**config.mk**
```make
export PLATFORM = sky130hd
export DESIGN_NAME = fixed_block_pool_allocator
export DESIGN_NICKNAME = d
export VERILOG_FILES = /design/src/sv/fbpa_pkg.sv /design/src/sv/fbpa_ctrl.sv /design/src/sv/fbpa_dp.sv /design/src/sv/fixed_block_pool_allocator.sv
export SDC_FILE = /design/constraint.sdc
export NUM_CORES = 2
export LEC_CHECK = 0
export ABC_CLOCK_PERIOD_IN_PS = 12360
export BUFFER_PORTS_ARGS = -buffer_cell sky130_fd_sc_hd__buf_2
export CELL_PAD_IN_SITES_DETAIL_PLACEMENT = 2
export CELL_PAD_IN_SITES_GLOBAL_PLACEMENT = 2
export CORE_UTILIZATION = 43
export DETAILED_ROUTE_END_ITERATION = 10
export MAX_ROUTING_LAYER = met4
export PLACE_DENSITY = 0.77
export REMOVE_ABC_BUFFERS = 1
export SLEW_MARGIN = 15
export SYNTH_ARGS = -nofsm -noshare
export SYNTH_HDL_FRONTEND = slang
export SYNTH_SLANG_ARGS = --single-unit
```
**constraint.sdc**
```tcl
create_clock -name clk -period 12.36 [get_ports clk]
set_input_delay 2.472 -clock clk [delete_from_list [all_inputs] [get_ports clk]]
set_output_delay 2.472 -clock clk [all_outputs]
set_load 0.01 [all_outputs]
```
**src/sv/fbpa_pkg.sv**
```systemverilog
// Shared types, constants and codes for the fixed block pool allocator.
package fbpa_pkg;

  localparam int MaxBlocks  = 256;
  localparam int IdxW       = 8;
  localparam int CntW       = 9;
  localparam int LinkBytes  = 8;
  localparam int StrideW    = 17;
  localparam int TotalW     = 25;

  typedef enum logic [1:0] {
    CMD_INIT     = 2'd0,
    CMD_ALLOC    = 2'd1,
    CMD_FREE     = 2'd2,
    CMD_SHUTDOWN = 2'd3
  } cmd_t;

  typedef enum logic [2:0] {
    ST_OK        = 3'd0,
    ST_ALREADY   = 3'd1,
    ST_INVALID   = 3'd2,
    ST_EMPTY     = 3'd3,
    ST_NOT_OWNED = 3'd4,
    ST_NOT_ALLOC = 3'd5
  } status_t;

  localparam logic [1:0] REG_BASE  = 2'd0;
  localparam logic [1:0] REG_SIZE  = 2'd1;
  localparam logic [1:0] REG_ALIGN = 2'd2;
  localparam logic [1:0] REG_COUNT = 2'd3;

  // Commands from the controller to the datapath.
  typedef struct packed {
    logic cfg_check;   // register the init checks
    logic init_latch;  // latch the pool and reset stats
    logic link_write;  // write one link during the init sweep
    logic do_alloc;    // pop the head
    logic div_start;   // load divider with the free offset
    logic div_step;    // one divider iteration
    logic do_free;     // push the divided index
    logic do_clear;    // shutdown
  } dp_cmd_t;

  // Status from the datapath to the controller.
  typedef struct packed {
    logic    ready;       // pool initialized
    logic    cfg_ok;      // registered init checks passed
    logic    sweep_last;  // sweep index at last block
    logic    can_alloc;   // a free block exists
    logic    in_range;    // free address inside the pool
    logic    div_done;    // divider finished
    logic    rem_zero;    // remainder is zero
    logic    is_alloc;    // map bit of the divided index
  } dp_stat_t;

endpackage

```
**src/sv/fbpa_ctrl.sv**
```systemverilog
// Controller state machine of the fixed block pool allocator.
module fbpa_ctrl (
  input  logic                clk,
  input  logic                rst_n,
  input  logic                in_tvalid,
  output logic                in_tready,
  input  logic [1:0]          cmd,
  input  logic                out_take,
  output logic                out_load,
  output fbpa_pkg::status_t   out_status,
  output logic                out_hit,
  output fbpa_pkg::dp_cmd_t   dpc,
  input  fbpa_pkg::dp_stat_t  dps
);

  typedef enum logic [2:0] {
    S_IDLE, S_INIT_CHK, S_SWEEP, S_DIV, S_FREE_CHK, S_WAIT
  } state_t;

  state_t state_r, state_nxt;
  logic   busy_out_r, busy_out_nxt;

  // Accept an item only when idle and the output register is free.
  assign in_tready = (state_r == S_IDLE) && !busy_out_r;

  always_comb begin
    state_nxt    = state_r;
    busy_out_nxt = busy_out_r && !out_take;
    dpc          = '0;
    out_load     = 1'b0;
    out_status   = fbpa_pkg::ST_OK;
    out_hit      = 1'b0;
    unique case (state_r)
      S_IDLE: begin
        if (in_tvalid && in_tready) begin
          unique case (fbpa_pkg::cmd_t'(cmd))
            fbpa_pkg::CMD_INIT: begin
              if (dps.ready) begin
                out_load = 1'b1; out_status = fbpa_pkg::ST_ALREADY;
              end else begin
                dpc.cfg_check = 1'b1; state_nxt = S_INIT_CHK;
              end
            end
            fbpa_pkg::CMD_ALLOC: begin
              out_load = 1'b1;
              if (dps.can_alloc) begin
                dpc.do_alloc = 1'b1; out_hit = 1'b1;
              end else begin
                out_status = fbpa_pkg::ST_EMPTY;
              end
            end
            fbpa_pkg::CMD_FREE: begin
              if (!dps.in_range) begin
                out_load = 1'b1; out_status = fbpa_pkg::ST_NOT_OWNED;
              end else begin
                dpc.div_start = 1'b1; state_nxt = S_DIV;
              end
            end
            fbpa_pkg::CMD_SHUTDOWN: begin
              dpc.do_clear = 1'b1; out_load = 1'b1;
            end
            default: ;
          endcase
        end
      end
      S_INIT_CHK: begin
        if (dps.cfg_ok) begin
          dpc.init_latch = 1'b1; state_nxt = S_SWEEP;
        end else begin
          out_load = 1'b1; out_status = fbpa_pkg::ST_INVALID; state_nxt = S_WAIT;
        end
      end
      S_SWEEP: begin
        dpc.link_write = 1'b1;
        if (dps.sweep_last) begin
          out_load = 1'b1; state_nxt = S_WAIT;
        end
      end
      S_DIV: begin
        if (dps.div_done) state_nxt = S_FREE_CHK;
        else dpc.div_step = 1'b1;
      end
      S_FREE_CHK: begin
        out_load = 1'b1; state_nxt = S_WAIT;
        if (!dps.rem_zero) out_status = fbpa_pkg::ST_NOT_OWNED;
        else if (!dps.is_alloc) out_status = fbpa_pkg::ST_NOT_ALLOC;
        else begin
          dpc.do_free = 1'b1; out_hit = 1'b1;
        end
      end
      S_WAIT: state_nxt = S_IDLE;
      default: state_nxt = S_IDLE;
    endcase
    if (out_load) busy_out_nxt = 1'b1;
  end

  always_ff @(posedge clk) begin
    if (!rst_n) begin
      state_r    <= S_IDLE;
      busy_out_r <= 1'b0;
    end else begin
      state_r    <= state_nxt;
      busy_out_r <= busy_out_nxt;
    end
  end

endmodule

```
**src/sv/fbpa_dp.sv**
```systemverilog
// Datapath of the fixed block pool allocator: registers, link memory, divider.
module fbpa_dp (
  input  logic                clk,
  input  logic                rst_n,
  input  logic                cfg_we,
  input  logic [1:0]          cfg_idx,
  input  logic [31:0]         cfg_val,
  input  logic [31:0]         in_addr,
  input  fbpa_pkg::dp_cmd_t   dpc,
  output fbpa_pkg::dp_stat_t  dps,
  output logic [31:0]         res_addr,
  output logic [7:0]          res_index,
  output logic [8:0]          res_count,
  output logic [8:0]          res_peak,
  output logic [16:0]         res_stride,
  output logic [24:0]         res_total
);

  localparam int IW = fbpa_pkg::IdxW;
  localparam int CW = fbpa_pkg::CntW;
  localparam int SW = fbpa_pkg::StrideW;
  localparam int TW = fbpa_pkg::TotalW;

  // Configuration registers.
  logic [31:0] base_r;
  logic [15:0] size_r;
  logic [3:0]  align_r;
  logic [CW-1:0] count_r;

  // Pool state.
  logic [IW-1:0] link_mem [fbpa_pkg::MaxBlocks];
  logic          map_mem [fbpa_pkg::MaxBlocks];
  logic          map_rd_r;
  logic [IW-1:0] head_r;
  logic          empty_r, ready_r;
  logic [CW-1:0] used_r, peak_r, blocks_r;
  logic [SW-1:0] stride_r;
  logic [TW-1:0] bytes_r;
  logic [31:0]   pbase_r;

  // Init checks, registered once.
  logic          ok_r;
  logic [SW-1:0] cs_stride_r;
  logic [TW-1:0] cs_total_r;
  logic [IW-1:0] sweep_r;

  // Divider: 25-bit offset by 17-bit stride, one quotient bit a cycle.
  logic [TW-1:0] dq_r;
  logic [SW:0]   drem_r;
  logic [4:0]    dcnt_r;
  logic [SW:0]   dtrial;

  // Head link read, registered.
  logic [IW-1:0] head_link_r;

  // Combinational stride calculation.
  logic [16:0] min_size, align_v, mask_v;
  logic [17:0] stride_w;
  logic [33:0] total_w;
  logic [32:0] end_w;
  logic        cfg_ok_c;
  logic [32:0] off_w;

  always_comb begin
    min_size = (size_r < 16'(fbpa_pkg::LinkBytes)) ? 17'(fbpa_pkg::LinkBytes)
                                                   : {1'b0, size_r};
    align_v  = (align_r > 4'd12) ? 17'd1 : (17'd1 << align_r);
    if (align_v < 17'(fbpa_pkg::LinkBytes)) align_v = 17'(fbpa_pkg::LinkBytes);
    mask_v   = align_v - 17'd1;
    stride_w = (18'(min_size) + 18'(mask_v)) & ~18'(mask_v);
    total_w  = 34'(stride_w) * 34'(count_r);
    end_w    = 33'(base_r) + 33'(total_w[24:0]);
    cfg_ok_c = (size_r != 16'd0) && (count_r != '0) &&
               (count_r <= CW'(fbpa_pkg::MaxBlocks)) && (align_r <= 4'd12) &&
               (stride_w <= 18'h1FFFF) && (total_w <= 34'h1FFFFFF) &&
               (end_w <= 33'h100000000);
    off_w    = {1'b0, in_addr} - {1'b0, pbase_r};
  end

  assign dtrial = {drem_r[SW-1:0], dq_r[TW-1]} - {1'b0, stride_r};

  assign dps.ready      = ready_r;
  assign dps.cfg_ok     = ok_r;
  assign dps.sweep_last = ({1'b0, sweep_r} == blocks_r - CW'(1));
  assign dps.can_alloc  = ready_r && !empty_r && (used_r < blocks_r);
  assign dps.in_range   = ready_r && (stride_r != '0) && !off_w[32] &&
                          (off_w[31:0] < 32'(bytes_r));
  assign dps.div_done   = (dcnt_r == 5'(TW));
  assign dps.rem_zero   = (drem_r == '0);
  assign dps.is_alloc   = map_rd_r;

  // Config writes.
  always_ff @(posedge clk) begin
    if (!rst_n) begin
      base_r <= '0; size_r <= 16'd64; align_r <= 4'd3; count_r <= 9'd256;
    end else if (cfg_we) begin
      unique case (cfg_idx)
        fbpa_pkg::REG_BASE:  base_r  <= cfg_val;
        fbpa_pkg::REG_SIZE:  size_r  <= cfg_val[15:0];
        fbpa_pkg::REG_ALIGN: align_r <= cfg_val[3:0];
        fbpa_pkg::REG_COUNT: count_r <= cfg_val[CW-1:0];
        default: ;
      endcase
    end
  end

  // Link memory: one write, one read a cycle.
  always_ff @(posedge clk) begin
    if (dpc.link_write) link_mem[sweep_r] <= sweep_r + IW'(1);
    else if (dpc.do_free) link_mem[dq_r[IW-1:0]] <= head_r;
    head_link_r <= link_mem[head_r];
  end

  // Allocated map: cleared entry by entry in the init sweep, so only blocks
  // of the current pool are ever read. One write and one registered read.
  always_ff @(posedge clk) begin
    if (dpc.link_write) map_mem[sweep_r] <= 1'b0;
    else if (dpc.do_alloc) map_mem[head_r] <= 1'b1;
    else if (dpc.do_free) map_mem[dq_r[IW-1:0]] <= 1'b0;
    map_rd_r <= map_mem[dq_r[IW-1:0]];
  end

  // Checks, divider and sweep counter.
  always_ff @(posedge clk) begin
    if (dpc.cfg_check) begin
      ok_r <= cfg_ok_c; cs_stride_r <= stride_w[SW-1:0]; cs_total_r <= total_w[TW-1:0];
    end
    if (dpc.div_start) begin
      dq_r <= off_w[TW-1:0]; drem_r <= '0; dcnt_r <= '0;
    end else if (dpc.div_step) begin
      dcnt_r <= dcnt_r + 5'd1;
      if (!dtrial[SW]) begin
        drem_r <= dtrial; dq_r <= {dq_r[TW-2:0], 1'b1};
      end else begin
        drem_r <= {drem_r[SW-1:0], dq_r[TW-1]}; dq_r <= {dq_r[TW-2:0], 1'b0};
      end
    end
    if (dpc.init_latch) sweep_r <= '0;
    else if (dpc.link_write) sweep_r <= sweep_r + IW'(1);
  end

  // Pool control state.
  always_ff @(posedge clk) begin
    if (!rst_n || dpc.do_clear) begin
      head_r <= '0; empty_r <= 1'b1; ready_r <= 1'b0;
      used_r <= '0; peak_r <= '0; blocks_r <= '0; stride_r <= '0;
      bytes_r <= '0; pbase_r <= '0;
    end else if (dpc.init_latch) begin
      head_r <= '0; empty_r <= 1'b0; ready_r <= 1'b1;
      used_r <= '0; peak_r <= '0; blocks_r <= count_r; stride_r <= cs_stride_r;
      bytes_r <= cs_total_r; pbase_r <= base_r;
    end else if (dpc.do_alloc) begin
      used_r <= used_r + CW'(1);
      if (used_r + CW'(1) > peak_r) peak_r <= used_r + CW'(1);
      if (used_r + CW'(1) >= blocks_r) empty_r <= 1'b1;
      else head_r <= head_link_r;
    end else if (dpc.do_free) begin
      head_r <= dq_r[IW-1:0];
      empty_r <= 1'b0;
      if (used_r != '0) used_r <= used_r - CW'(1);
    end
  end

  // Result fields (the top samples address and index when loading the output register; stats pass straight through).
  logic [31:0] prod_addr;
  assign prod_addr  = pbase_r + 32'(head_r) * 32'(stride_r);
  assign res_addr   = prod_addr;
  assign res_index  = dpc.do_free ? dq_r[IW-1:0] : head_r;
  assign res_count  = used_r;
  assign res_peak   = peak_r;
  assign res_stride = stride_r;
  assign res_total  = bytes_r;

endmodule

```
**src/sv/fixed_block_pool_allocator.sv**
```systemverilog
// Fixed block pool allocator top level: stream ports, output register, checks.
// Usage: one item at a time. Allocate, shutdown, an init of a live pool and
// a free outside the pool answer straight from idle; an init with a bad
// configuration answers from the check state; any other free runs the 25-step
// shift-subtract divider that turns the offset into a block index; a good
// init runs the link memory sweep that writes one free-list link a cycle.
// Results wait in an output register.
module fixed_block_pool_allocator (
  input  logic        clk,
  input  logic        rst_n,
  input  logic        in_tvalid,
  output logic        in_tready,
  input  logic [39:0] in_tdata,   // [1:0] command, [33:2] address, rest zero
  output logic        out_tvalid,
  input  logic        out_tready,
  output logic [103:0] out_tdata, // status[2:0], block_address[34:3],
                                  // block_index[42:35], allocated_count[51:43],
                                  // high_water_mark[60:52], stride_bytes[77:61],
                                  // total_bytes[102:78], rest zero
  input  logic        cfg_valid,
  output logic        cfg_ready,
  input  logic [1:0]  cfg_index,
  input  logic [31:0] cfg_data
);

  fbpa_pkg::dp_cmd_t  dpc;
  fbpa_pkg::dp_stat_t dps;
  fbpa_pkg::status_t  st;
  logic        load, hit, take;
  logic [31:0] r_addr;
  logic [7:0]  r_idx;
  logic [8:0]  r_cnt, r_peak;
  logic [16:0] r_str;
  logic [24:0] r_tot;
  logic        out_valid_r;
  logic [2:0]  st_r;
  logic [31:0] addr_r;
  logic [7:0]  idx_r;

  assign cfg_ready  = 1'b1;
  assign take       = out_valid_r && out_tready;
  assign out_tvalid = out_valid_r;

  fbpa_ctrl u_ctrl (
    .clk, .rst_n, .in_tvalid, .in_tready, .cmd(in_tdata[1:0]),
    .out_take(take), .out_load(load), .out_status(st), .out_hit(hit), .dpc, .dps
  );

  fbpa_dp u_dp (
    .clk, .rst_n, .cfg_we(cfg_valid), .cfg_idx(cfg_index), .cfg_val(cfg_data),
    .in_addr(in_tdata[33:2]), .dpc, .dps, .res_addr(r_addr), .res_index(r_idx),
    .res_count(r_cnt), .res_peak(r_peak), .res_stride(r_str), .res_total(r_tot)
  );

  // Output register for status, address and index; stats come straight from the datapath.
  always_ff @(posedge clk) begin
    if (!rst_n) begin
      out_valid_r <= 1'b0;
    end else if (load) begin
      out_valid_r <= 1'b1;
    end else if (take) begin
      out_valid_r <= 1'b0;
    end
    if (load) begin
      st_r    <= st;
      addr_r  <= (hit && dpc.do_alloc) ? r_addr : 32'd0;
      idx_r   <= hit ? r_idx : 8'd0;
    end
  end

  assign out_tdata = {1'b0, r_tot, r_str, r_peak, r_cnt, idx_r, addr_r, st_r};

  // The output register and a new item are never both busy.
  assert property (@(posedge clk) disable iff (!rst_n) out_valid_r |-> !in_tready)
    else $error("item accepted while result pending");
  // A result is loaded only when none is pending.
  assert property (@(posedge clk) disable iff (!rst_n) load |-> !out_valid_r)
    else $error("result overwritten");
  // Allocate and free are never commanded together.
  assert property (@(posedge clk) disable iff (!rst_n) !(dpc.do_alloc && dpc.do_free))
    else $error("alloc and free together");
  // Shutdown leaves the pool uninitialized.
  assert property (@(posedge clk) disable iff (!rst_n) dpc.do_clear |=> !dps.ready)
    else $error("shutdown kept pool");

endmodule

```
==> impl_metrics.ini <==
[logic_synthesis]
ys_seq_elements = 2632
synth_top_area_share_pct = 60.8
netlist-cell-type-count = 86
avgSynthCellArea_um2 = 16.1
synth.area.top_cells = edfxtp_1 (61%), mux4_2 (14%), fa_1 (3.9%)
yosys_warnings = 0
synth_seq_area_share_pct = 64.5
synthArstFlopShare_pct = 0
synth_edf_count = 2415
synth_area_leader_cell = edfxtp_1
synthCells = 7386
synthFlopType = edfxtp_1
synth_area_um2 = 119000

[worst_setup_path]
critPathMaxStageDelay_ns = 0.56
path_common_cell = o21ai_0
critPathLaunchType = register
critPathRequiredTime_ns = 13.02
critical_path.max_fanout = 11
crit_path_end_kind = register
worstSetupPathType = reg2reg
arrival_ns = 12.36
critPathSlowestCell = fa_1

[clocking]
clkSinkCount = 2632
cts.clk_slew.worst_paths_ns = 0.06
cts_buffers = 295
cts_tree = done
cts_max_level = 5
clock_path_buffers = 4
cts_root_buffer = clkbuf_16
clk_latency_ns = 0.92

[route]
wl_met2_um = 213000
dr.pass1.iters = 7
via_per_inst = 6.16
routed.top_layer = met4
wirelength_um = 412000
wl_met3_um = 23900
drcViolationCount = 0
vias = 70856
drtIter0Drc = 6976
ant_nets = 0
detail_route.wl_per_cell_um = 35.8
drt-met1-wl_um = 159000

[sta]
fmax_mhz = 85.4
post-route-min-period_ns = 11.71
max_slew_margin_pct = -11.3
setup-violations-final = 0
tightestPinTransition_ns = 1.66
rsz0062_at_grt = no
tns_ns = 0
post-route-period-util_pct = 94.7
slew_viol_final = 11
hold_violations = 0
skew_ns = 0.0755

[global_route]
grt_pass1_wl_um = 583000
overflow = 0
grt_pass1_vias = 75843
grt_max_degree = 225
grt_use_total_pct = 30.2
antenna_found_initial = 17

[run_status]
violations = slew limit
status = finished with violations

[finish]
layout_common_cells = edfxtp_1 (2,415), mux4_2 (765), nor2_1 (679)
drive_gt1_share_pct = 20.0
nets = 8128
nFillCells = 25206
syn_to_final_growth_pct = 12.4
multi_input_area_um2 = 39600
instances_no_fill = 11505
layout_commonest_cell = edfxtp_1
seqCellArea_um2 = 76900

[job]
cap_violations = 0

[pwr]
seqPwrFrac_pct = 48.5
leakage_uw = 0.0432
switchingPower_uw = 5720
comb_power_share_pct = 10.2
p_per_area_nw_per_um2 = 162
ir_worst_vdd_v = 0.000134
clkPwrFrac_pct = 41.3
swShare_pct = 26.3
p_int_uw = 16000

[floorplan]
ios = 186
dieArea_um2 = 279000
std_cell_rows = 192
fp.dieH_um = 529
coreArea_um2 = 275000
initial_core_util_pct = 43.4
die_w_um = 529

[worst_hold_path]
min_path_type = reg2reg

[placed_design]
place.gp.congestion = 0.854
placed_cells = 10953
port_buffers = 177
dp_hpwl_um = 260000
## layout make-up
class | count | share of cell area (%)
sequential | 2632 | 57.4
multi-input combinational | 3972 | 29.5
clock buffer | 363 | 5.89
tap | 3686 | 3.44
timing repair buffer | 295 | 1.45
clock inverter | 164 | 1.19
inverter | 374 | 1.05
antenna | 19 | 0.0355
## registers in the layout (all words and copies together) (netlist names), 16 cells and up
register          count
u_dp.dq_r            25
u_dp.size_r          16
addr_r               32
u_dp.drem_r          18
u_dp.base_r          32
u_dp.cs_stride_r     17
u_dp.res_stride      17
u_dp.res_total       25
u_dp.cs_total_r      25
u_dp.map_mem        256
u_dp.link_mem      2048
u_dp.pbase_r         32
## through the flow
step | hold slack [ns] | util [%] | instance area (um2) | power (uW) | setup WS [ns]
6_report | 0.461 | 48.8 | 134000 | 21700 | 0.654
3_5_place_dp | 0.458 | 45.2 | 124000 | 12900 | 0.112
2_1_floorplan | 0.436 | - | 118000 | 12100 | -16.85
4_1_cts | 0.466 | 48.7 | 134000 | 21800 | 0.122
3_3_place_gp | 0.447 | 45.2 | 124000 | 12600 | 0.776
5_1_grt | 0.489 | 48.8 | 134000 | 22300 | 0.0509
## cells by family after synthesis
kind of cell | Yosys count | share of synthesized area [%]
other | 2 | 0.00630
AND/OR/NAND/NOR | 1834 | 6.77
XOR/XNOR | 138 | 1.01
buffers and inverters | 796 | 2.57
flip-flops | 2632 | 64.5
multiplexers | 827 | 15.0
adder cells (fa/ha/maj) | 479 | 6.48
AO/OA/AOI/OAI | 678 | 3.69
## cell usage after synthesis, types with 18 or more instances
library cell / count
xnor2_1: 85
mux4_2: 765
a21boi_0: 61
nor3_1: 47
edfxtp_1: 2415
a31oi_1: 21
a211oi_1: 20
dfxtp_1: 217
xor2_1: 53
nor4_1: 25
and3_1: 30
buf_1: 49
nor2b_1: 33
clkbuf_1: 333
mux2i_1: 36
fa_1: 230
a21o_1: 47
o21a_1: 50
o21ai_0: 93
a21oi_1: 222
nor2_1: 683
nand3_1: 75
buf_2: 33
o22ai_1: 28
mux2_1: 18
or3_1: 19
and2_1: 161
inv_1: 374
nand2_1: 661
ha_1: 249
nand4_1: 25
## per-layer routing
| metal | global-route usage [%] | up-vias |
|---|---|---|
| met5 | - | - |
| met4 | 10.0 | 0 |
| met3 | 3.48 | 743 |
| met2 | 51.9 | 3120 |
| met1 | 37.2 | 38513 |
| li1 | - | 28480 |
## path summary, 6_finish.rpt
check                                 startpoint  slack, ns               end  cells after the start
worst max-delay path             u_dp.align_r[3]       0.65         u_dp.ok_r                     42
worst min register to register  u_dp.pbase_r[22]       0.46  u_dp.pbase_r[22]                      2
worst max register to register   u_dp.align_r[3]       0.65         u_dp.ok_r                     42
worst min-delay path            u_dp.pbase_r[22]       0.46  u_dp.pbase_r[22]                      2
## worst max-delay path, delay by kind of cell, from the launching register on
family,cells,cell delay [ns]
AND/OR/NAND/NOR,13,2.95
XOR/XNOR,3,0.50
adder cells (fa/ha/maj),8,3.59
AO/OA/AOI/OAI,14,3.59
buffers and inverters,4,0.37
flip-flops,1,0.45
## power groups by stage
stage | Clock (uW) | Sequential (uW) | Combinational, uW
detailed placement | 0 | 10700 | 2160
global placement | 0 | 10700 | 1920
global route | 9330 | 10600 | 2360
floorplan | 0 | 11000 | 1120
CTS | 9080 | 10600 | 2190
finish | 8980 | 10600 | 2220
## what timing repair did
action	in CTS	in global routing
resized for setup	2	12
buffers inserted	0	2
setup endpoints to repair	1	1
hold buffers	0	0
hold endpoints to repair	0	0
pin swaps	0	2
No activity file was read; power rests on OpenSTA's default activity.
